==> src/hw/rtl/assert_macros.svh <==
// ============================================================================
// assert_macros.svh
// Assertion shorthands shared by the PEC15 appender modules.
// ============================================================================
`ifndef ASSERT_MACROS_SVH
`define ASSERT_MACROS_SVH

// Check a condition at every clock edge outside reset
`define PFA_ASSERT_ALWAYS(label, clk, rst_n, cond) \
    label: assert property (@(posedge clk) disable iff (!rst_n) (cond)) \
        else $error("pfa assertion failed");

// Check that an antecedent implies a consequent in the same cycle
`define PFA_ASSERT_IMPLIES(label, clk, rst_n, ante, cons) \
    label: assert property (@(posedge clk) disable iff (!rst_n) (ante) |-> (cons)) \
        else $error("pfa assertion failed");

`endif

==> src/hw/rtl/pfa_pkg.sv <==
// ============================================================================
// pfa_pkg
// Types, constants and the CRC-15 byte update shared by the PEC15 appender.
// ============================================================================
`default_nettype none

package pfa_pkg;

    // CRC-15 polynomial and seed
    localparam logic [14:0] PEC_POLY = 15'h4599;
    localparam logic [14:0] PEC_SEED = 15'd16;

    // Queue between the front and back parts
    localparam int QDEPTH = 4;
    localparam int QPTR_W = $clog2(QDEPTH);
    localparam int QCNT_W = $clog2(QDEPTH + 1);

    // One classified byte waiting for the back part
    typedef struct packed {
        logic [7:0]  data_byte;
        logic        frame_end;
        logic [15:0] pec;
    } pfa_entry_t;

    // Push side of the queue
    typedef struct packed {
        logic       valid;
        pfa_entry_t entry;
    } pfa_push_t;

    // Output phase of the back part
    typedef enum logic [1:0] {
        PH_DATA,
        PH_PEC_HI,
        PH_PEC_LO
    } pfa_phase_t;

    // Advance the remainder over one byte, MSB first
    function automatic logic [14:0] crc_byte(input logic [14:0] rem, input logic [7:0] din);
        logic [14:0] r;
        logic        fb;
        r = rem;
        for (int b = 7; b >= 0; b--)
        begin
            fb = r[14] ^ din[b];
            r  = {r[13:0], 1'b0};
            if (fb)
            begin
                r = r ^ PEC_POLY;
            end
        end
        return r;
    endfunction

endpackage

`default_nettype wire

==> src/hw/rtl/pfa_front.sv <==
// ============================================================================
// pfa_front
// Accepts frame bytes, runs the CRC-15 remainder and pushes each byte with
// its frame PEC into the queue.
// ============================================================================
`default_nettype none

module pfa_front (
    input  wire logic              clk,
    input  wire logic              rst_n,
    input  wire logic              in_valid,
    input  wire logic [7:0]        data_byte,
    input  wire logic              frame_end,
    input  wire logic              q_full,
    output pfa_pkg::pfa_push_t     push
);

    logic [14:0] crc_reg;
    logic [14:0] crc_next;
    logic [14:0] crc_upd;
    logic        accept;

    // Take a byte whenever the queue has room
    assign accept = in_valid && !q_full;
    assign crc_upd = pfa_pkg::crc_byte(crc_reg, data_byte);

    // Build the queue entry; the PEC field only matters on a frame end
    always_comb
    begin
        push.valid           = accept;
        push.entry.data_byte = data_byte;
        push.entry.frame_end = frame_end;
        push.entry.pec       = {crc_upd, 1'b0};
        crc_next             = crc_reg;
        if (accept)
        begin
            crc_next = frame_end ? pfa_pkg::PEC_SEED : crc_upd;
        end
    end

    // Hold the running remainder; return to the seed after each frame
    always_ff @(posedge clk or negedge rst_n)
    begin
        if (!rst_n)
        begin
            crc_reg <= pfa_pkg::PEC_SEED;
        end
        else
        begin
            crc_reg <= crc_next;
        end
    end

endmodule

`default_nettype wire

==> src/hw/rtl/pfa_queue.sv <==
// ============================================================================
// pfa_queue
// Short first-in first-out queue of classified bytes between front and back.
// ============================================================================
`default_nettype none
`include "assert_macros.svh"

module pfa_queue (
    input  wire logic                clk,
    input  wire logic                rst_n,
    input  wire pfa_pkg::pfa_push_t  push,
    input  wire logic                pop,
    output logic                     full,
    output logic                     q_valid,
    output pfa_pkg::pfa_entry_t      q_entry
);

    pfa_pkg::pfa_entry_t                  mem [pfa_pkg::QDEPTH];
    logic [pfa_pkg::QPTR_W-1:0]           wr_ptr_reg;
    logic [pfa_pkg::QPTR_W-1:0]           wr_ptr_next;
    logic [pfa_pkg::QPTR_W-1:0]           rd_ptr_reg;
    logic [pfa_pkg::QPTR_W-1:0]           rd_ptr_next;
    logic [pfa_pkg::QCNT_W-1:0]           count_reg;
    logic [pfa_pkg::QCNT_W-1:0]           count_next;
    logic                                 do_pop;

    assign full    = (count_reg == pfa_pkg::QCNT_W'(pfa_pkg::QDEPTH));
    assign q_valid = (count_reg != '0);
    assign q_entry = mem[rd_ptr_reg];
    assign do_pop  = pop && q_valid;

    // Advance pointers with wrap and track the fill level
    always_comb
    begin
        wr_ptr_next = wr_ptr_reg;
        rd_ptr_next = rd_ptr_reg;
        count_next  = count_reg;
        if (push.valid)
        begin
            wr_ptr_next = (wr_ptr_reg == pfa_pkg::QPTR_W'(pfa_pkg::QDEPTH - 1)) ?
                          '0 : wr_ptr_reg + 1'b1;
        end
        if (do_pop)
        begin
            rd_ptr_next = (rd_ptr_reg == pfa_pkg::QPTR_W'(pfa_pkg::QDEPTH - 1)) ?
                          '0 : rd_ptr_reg + 1'b1;
        end
        priority if (push.valid && !do_pop)
        begin
            count_next = count_reg + 1'b1;
        end
        else if (do_pop && !push.valid)
        begin
            count_next = count_reg - 1'b1;
        end
        else
        begin
            count_next = count_reg;
        end
    end

    // Control state
    always_ff @(posedge clk or negedge rst_n)
    begin
        if (!rst_n)
        begin
            wr_ptr_reg <= '0;
            rd_ptr_reg <= '0;
            count_reg  <= '0;
        end
        else
        begin
            wr_ptr_reg <= wr_ptr_next;
            rd_ptr_reg <= rd_ptr_next;
            count_reg  <= count_next;
        end
    end

    // Store the pushed entry
    always_ff @(posedge clk)
    begin
        if (push.valid)
        begin
            mem[wr_ptr_reg] <= push.entry;
        end
    end

    `PFA_ASSERT_ALWAYS(a_count_bound, clk, rst_n, count_reg <= pfa_pkg::QCNT_W'(pfa_pkg::QDEPTH))
    `PFA_ASSERT_IMPLIES(a_no_push_full, clk, rst_n, push.valid, !full)
    `PFA_ASSERT_IMPLIES(a_ptr_gap, clk, rst_n, count_reg == '0, wr_ptr_reg == rd_ptr_reg)

endmodule

`default_nettype wire

==> src/hw/rtl/pfa_back.sv <==
// ============================================================================
// pfa_back
// Pops queued bytes, sends each data byte and, at a frame end, the two
// PEC bytes through a registered output stage.
// ============================================================================
`default_nettype none
`include "assert_macros.svh"

module pfa_back (
    input  wire logic                 clk,
    input  wire logic                 rst_n,
    input  wire logic                 q_valid,
    input  wire pfa_pkg::pfa_entry_t  q_entry,
    output logic                      pop,
    output logic                      out_valid,
    input  wire logic                 out_stall,
    output logic [7:0]                out_byte,
    output logic                      is_pec,
    output logic                      out_last
);

    pfa_pkg::pfa_phase_t phase_reg;
    pfa_pkg::pfa_phase_t phase_next;
    logic                out_valid_reg;
    logic                out_valid_next;
    logic [7:0]          out_byte_reg;
    logic [7:0]          out_byte_next;
    logic                is_pec_reg;
    logic                is_pec_next;
    logic                out_last_reg;
    logic                out_last_next;
    logic [15:0]         pec_reg;
    logic [15:0]         pec_next;
    logic                load;

    assign out_valid = out_valid_reg;
    assign out_byte  = out_byte_reg;
    assign is_pec    = is_pec_reg;
    assign out_last  = out_last_reg;

    // Refill the output register when it is empty or its transfer completes
    assign load = !out_valid_reg || !out_stall;

    // Next phase and next output
    always_comb
    begin
        phase_next     = phase_reg;
        out_valid_next = out_valid_reg;
        out_byte_next  = out_byte_reg;
        is_pec_next    = is_pec_reg;
        out_last_next  = out_last_reg;
        pec_next       = pec_reg;
        pop            = 1'b0;
        if (load)
        begin
            unique case (phase_reg)
                pfa_pkg::PH_DATA:
                begin
                    out_valid_next = q_valid;
                    out_byte_next  = q_entry.data_byte;
                    is_pec_next    = 1'b0;
                    out_last_next  = 1'b0;
                    if (q_valid)
                    begin
                        pop = 1'b1;
                        if (q_entry.frame_end)
                        begin
                            pec_next   = q_entry.pec;
                            phase_next = pfa_pkg::PH_PEC_HI;
                        end
                    end
                end
                pfa_pkg::PH_PEC_HI:
                begin
                    out_valid_next = 1'b1;
                    out_byte_next  = pec_reg[15:8];
                    is_pec_next    = 1'b1;
                    out_last_next  = 1'b0;
                    phase_next     = pfa_pkg::PH_PEC_LO;
                end
                pfa_pkg::PH_PEC_LO:
                begin
                    out_valid_next = 1'b1;
                    out_byte_next  = pec_reg[7:0];
                    is_pec_next    = 1'b1;
                    out_last_next  = 1'b1;
                    phase_next     = pfa_pkg::PH_DATA;
                end
                default:
                begin
                    out_valid_next = 1'b0;
                    phase_next     = pfa_pkg::PH_DATA;
                end
            endcase
        end
    end

    // Control state
    always_ff @(posedge clk or negedge rst_n)
    begin
        if (!rst_n)
        begin
            phase_reg     <= pfa_pkg::PH_DATA;
            out_valid_reg <= 1'b0;
        end
        else
        begin
            phase_reg     <= phase_next;
            out_valid_reg <= out_valid_next;
        end
    end

    // Payload registers
    always_ff @(posedge clk)
    begin
        out_byte_reg <= out_byte_next;
        is_pec_reg   <= is_pec_next;
        out_last_reg <= out_last_next;
        pec_reg      <= pec_next;
    end

    `PFA_ASSERT_IMPLIES(a_last_is_pec, clk, rst_n, out_valid_reg && out_last_reg, is_pec_reg)
    `PFA_ASSERT_IMPLIES(a_lo_after_hi, clk, rst_n, phase_reg == pfa_pkg::PH_PEC_LO,
        $past(phase_reg) == pfa_pkg::PH_PEC_HI || $past(phase_reg) == pfa_pkg::PH_PEC_LO)
    `PFA_ASSERT_IMPLIES(a_no_pop_in_pec, clk, rst_n, phase_reg != pfa_pkg::PH_DATA, !pop)

endmodule

`default_nettype wire

==> src/hw/rtl/pec15_frame_appender_unit.sv <==
// ============================================================================
// pec15_frame_appender_unit
// Byte stream pass-through that appends a CRC-15 PEC after each frame.
// ============================================================================
//
//  Channel | Direction | Handshake            | Payload
//  --------+-----------+----------------------+-------------------------------
//  in      | input     | in_valid / in_stall  | data_byte, frame_end
//  out     | output    | out_valid / out_stall| out_byte, is_pec, out_last
//
//  One byte is accepted per cycle while the four-entry queue has room.
//  Each data byte passes through the queue and then the single output
//  register of the back part; a frame end adds the two PEC bytes, sent
//  from that output register after the last data byte of the frame.
//  Reset returns the remainder to the seed and empties the queue.
//  in_stall rises only when the queue is full; a stall on the output holds
//  the output register and fills the queue.
//
`default_nettype none

module pec15_frame_appender_unit (
    input  wire logic        clk,
    input  wire logic        rst_n,
    input  wire logic        in_valid,
    output logic             in_stall,
    input  wire logic [7:0]  data_byte,
    input  wire logic        frame_end,
    output logic             out_valid,
    input  wire logic        out_stall,
    output logic [7:0]       out_byte,
    output logic             is_pec,
    output logic             out_last
);

    pfa_pkg::pfa_push_t  push;
    pfa_pkg::pfa_entry_t q_entry;
    logic                q_full;
    logic                q_valid;
    logic                pop;

    assign in_stall = q_full;

    pfa_front u_front (
        .clk       (clk),
        .rst_n     (rst_n),
        .in_valid  (in_valid),
        .data_byte (data_byte),
        .frame_end (frame_end),
        .q_full    (q_full),
        .push      (push)
    );

    pfa_queue u_queue (
        .clk     (clk),
        .rst_n   (rst_n),
        .push    (push),
        .pop     (pop),
        .full    (q_full),
        .q_valid (q_valid),
        .q_entry (q_entry)
    );

    pfa_back u_back (
        .clk       (clk),
        .rst_n     (rst_n),
        .q_valid   (q_valid),
        .q_entry   (q_entry),
        .pop       (pop),
        .out_valid (out_valid),
        .out_stall (out_stall),
        .out_byte  (out_byte),
        .is_pec    (is_pec),
        .out_last  (out_last)
    );

endmodule

`default_nettype wire

==> config.mk <==
export PLATFORM = sky130hd
export DESIGN_NAME = pec15_frame_appender_unit
export DESIGN_NICKNAME = d
export VERILOG_FILES = /design/src/hw/rtl/pfa_pkg.sv /design/src/hw/rtl/pfa_front.sv /design/src/hw/rtl/pfa_queue.sv /design/src/hw/rtl/pfa_back.sv /design/src/hw/rtl/pec15_frame_appender_unit.sv
export VERILOG_INCLUDE_DIRS = /design/src /design/src/hw/rtl
export SDC_FILE = /design/constraint.sdc
export NUM_CORES = 1
export LEC_CHECK = 0
export ABC_AREA = 1
export CORE_MARGIN = 2
export CORE_UTILIZATION = 55
export DETAILED_ROUTE_END_ITERATION = 8
export DONT_BUFFER_PORTS = 1
export MAX_ROUTING_LAYER = met4
export PLACE_DENSITY = 0.7
export SYNTH_ARGS = -nofsm -noshare
export SYNTH_HDL_FRONTEND = slang
export SYNTH_SLANG_ARGS = --single-unit
==> constraint.sdc <==
create_clock -name clk -period 3.2 [get_ports clk]
set_clock_uncertainty 0.2 [all_clocks]
set_input_delay 0.64 -clock clk [delete_from_list [all_inputs] [get_ports clk]]
set_output_delay 0.64 -clock clk [all_outputs]
set_load 0.01 [all_outputs]
==> results_dict.tcl <==
set metrics [dict create \
    status "complete, no violations" \
    port_buffers 0 \
    grt_first_pass_wirelength_mm 21.7 \
    clk_latency_ns 0.42 \
    hold_viol_final 0 \
    detail_route.vias_per_cell 5.72 \
    end_kind "flop" \
    h-tree-depth 4 \
    antenna_left 0 \
    drcViolationCount 0 \
    postCtsSetupBuffers 0 \
    synth_area_per_cell_um2 12.3 \
    worst_setup_path_start_kind "flop" \
    antennaDiodeCount 0 \
    p_leak_nw 2.81 \
    boundaryPins 25 \
    dp_hpwl_mm 8.65 \
    numCtsBuffers 17 \
    pwr-share-seq_pct 38.1 \
    ys_warn_count 0 \
    ys.flop_type "edfxtp_1" \
    slowest_stage "dfrtp_1" \
    drt-initial-drc-count 404 \
    rsz0062_at_grt "no" \
    place_ws_ns 0.549 \
    syn_inst 525 \
    required_ns 3.30 \
    period_needed_ns 2.52 \
    powerDensity_mw_per_mm2 1270 \
    hold_buffers 2 \
    routed_wl_mm 13.5 \
    worstHoldPathType "in -> reg" \
    final_cell_mix "edfxtp_1, nand2_1, nor2_1, o21ai_0, nand3_1" \
    grt_max_degree 48 \
    synth_fp_nets 551 \
    antenna_found_initial 0 \
    crit_type "reg -> reg" \
    p_comb_share_pct 39.8 \
    coreArea_mm2 0.0115 \
    area_growth_pct 13.3 \
    gp_congestion 0.928 \
    final_common_cell "edfxtp_1" \
    p_sw_share_pct 38.6 \
    drive_above_1_share_pct 16.8 \
    worstPathMaxFanout 6 \
    vias 3980 \
    switchingPower_mw 3.59 \
    die_x_um 112 \
    path_cells "inv_1 > ha_1 > inv_1 > nor2_1 > nand2_1 > ha_1 > inv_1 > fa_1 > a21oi_1 > o21ai_0 > xor2_1" \
    cts_root_buf "clkbuf_16" \
    clk_path_buf_depth 2 \
    setup_tns_ns 0 \
    internal_power_mw 5.72 \
    synthTopCellsByArea "edfxtp_1, dfrtp_1, nand2_1" \
    maxCapViolCount 0 \
    clock.fmax_mhz 396 \
    first_global_vias 3989 \
    fin_crit_sh_pct 78.9 \
    synth_seq_area_share_pct 65.8 \
    drtPass1Iterations 5 \
    tightest_slew_ns 0.963 \
    grt_overflow_total 0 \
    dieArea_mm2 0.0126 \
    cts_tree "built" \
    core.rowCount 39 \
    clockPowerShare_pct 22.0 \
    cts.repair.resized 0 \
    yosysUniqueCellTypes 38 \
    cts.sinks 146 \
    ir_drop_mv 0.987 \
    final.setup.worst_slack_ns 0.676 \
    slew_viol_final 0 \
    syn_area_mm2 0.00647 \
    largest_reg_flops 96 \
    ys_ff_latch 146 \
    initial_core_util_pct 56.4 \
    synth_top_cell_by_area "edfxtp_1" \
    crit_arrival_ns 2.62 \
    critPathMaxStageDelay_ns 0.46 \
    layout.nets 566 \
    path_clk_slew_ns 0.06 \
    die_h_um 112 \
    maxSlewHeadroom_pct 35.6 \
    setup_viol 0 \
    synth_top_area_share_pct 56.1 \
    async_reset_ff_share_pct 17.1 \
    wl_per_cell_um 19.4 \
    synth_edf_count 121 \
    crit_top_cell "inv_1" \
    grtUsageTotal_pct 23.7 \
]
[cell families after synthesis]
family	after synthesis	synth area share [%]
muxes	1	0.174
DFF	146	65.8
adders and majority gates	13	2.63
AOI/OAI and AO/OA	93	8.39
and+or+nand+nor	188	15.3
buffers and inverters	62	3.62
xor gates and xnor gates	22	4.08
[critical path, delay by kind of cell, from the launching register on]
kind | cells | cell delay [ns]
AOI/OAI and AO/OA | 2 | 0.26
adders and majority gates | 3 | 0.81
xor gates and xnor gates | 1 | 0.15
buffers and inverters | 3 | 0.26
DFF | 1 | 0.46
and+or+nand+nor | 2 | 0.26
[layer usage]
layer  GRT usage [%]  up-vias  routed length [um]
met5               -        -                   0
met4            10.0        0                 325
met3            5.62       26                 752
met2            36.5      119                6410
met1            30.5     1961                6020
li1                -     1874                   -
[cell usage after synthesis, types with 7 or more instances]
| cell | instances |
|---|---|
| edfxtp_1 | 121 |
| nand2_1 | 65 |
| nor2_1 | 48 |
| o21ai_0 | 42 |
| nand3_1 | 38 |
| inv_1 | 36 |
| dfrtp_1 | 24 |
| a21oi_1 | 21 |
| clkbuf_1 | 17 |
| o22ai_1 | 16 |
| ha_1 | 12 |
| nand2_4 | 11 |
| xor2_1 | 11 |
| nand2_2 | 9 |
| a221o_1 | 7 |
[power groups by stage]
stage	registers (mW)	clock network (mW)	logic, mW
3_3_place_gp	3.57	0	3.57
4_1_cts	3.56	2.07	3.72
2_1_floorplan	3.53	0	2.64
6_report	3.55	2.05	3.71
5_1_grt	3.62	2.17	4.09
3_5_place_dp	3.59	0	3.68
[cell type report]
class                   count  area, um^2
inverters                  42         158
well taps                 143         179
clock buffers              17         425
multi-input cells         317        1990
clock inverters            15         188
fillers                   820        4140
repair buffers             16         135
flip-flops and latches    146        4260
[final timing paths]
kind | from | endpoint | slack (ns) | cells past startpoint
max | u_back.phase_reg[0] | u_queue.count_reg[2] | 0.68 | 11
min | frame_end | u_queue.mem[1][15] | 0.11 | 0
max reg2reg | u_back.phase_reg[0] | u_queue.count_reg[2] | 0.68 | 11
min reg2reg | u_front.crc_reg[4] | u_front.crc_reg[4] | 0.31 | 2
max in group asynchronous | rst_n | u_front.crc_reg[4] | 2.08 | 2
min in group asynchronous | rst_n | u_back.phase_reg[1] | 0.46 | 2
[metrics by stage]
step	area [um^2]	hold slack, ns	total power, mW	utilization [%]	std cells
after floorplan	6470	0.144	6.17	-	525
after global placement	6690	0.145	7.14	58.3	662
after detailed placement	6690	0.145	7.27	58.3	662
after CTS	7330	0.102	9.34	63.9	696
after global routing	7330	0.0938	9.88	63.9	696
final	7330	0.111	9.32	63.9	696
Note: power is estimated with default switching activity, not from simulation.
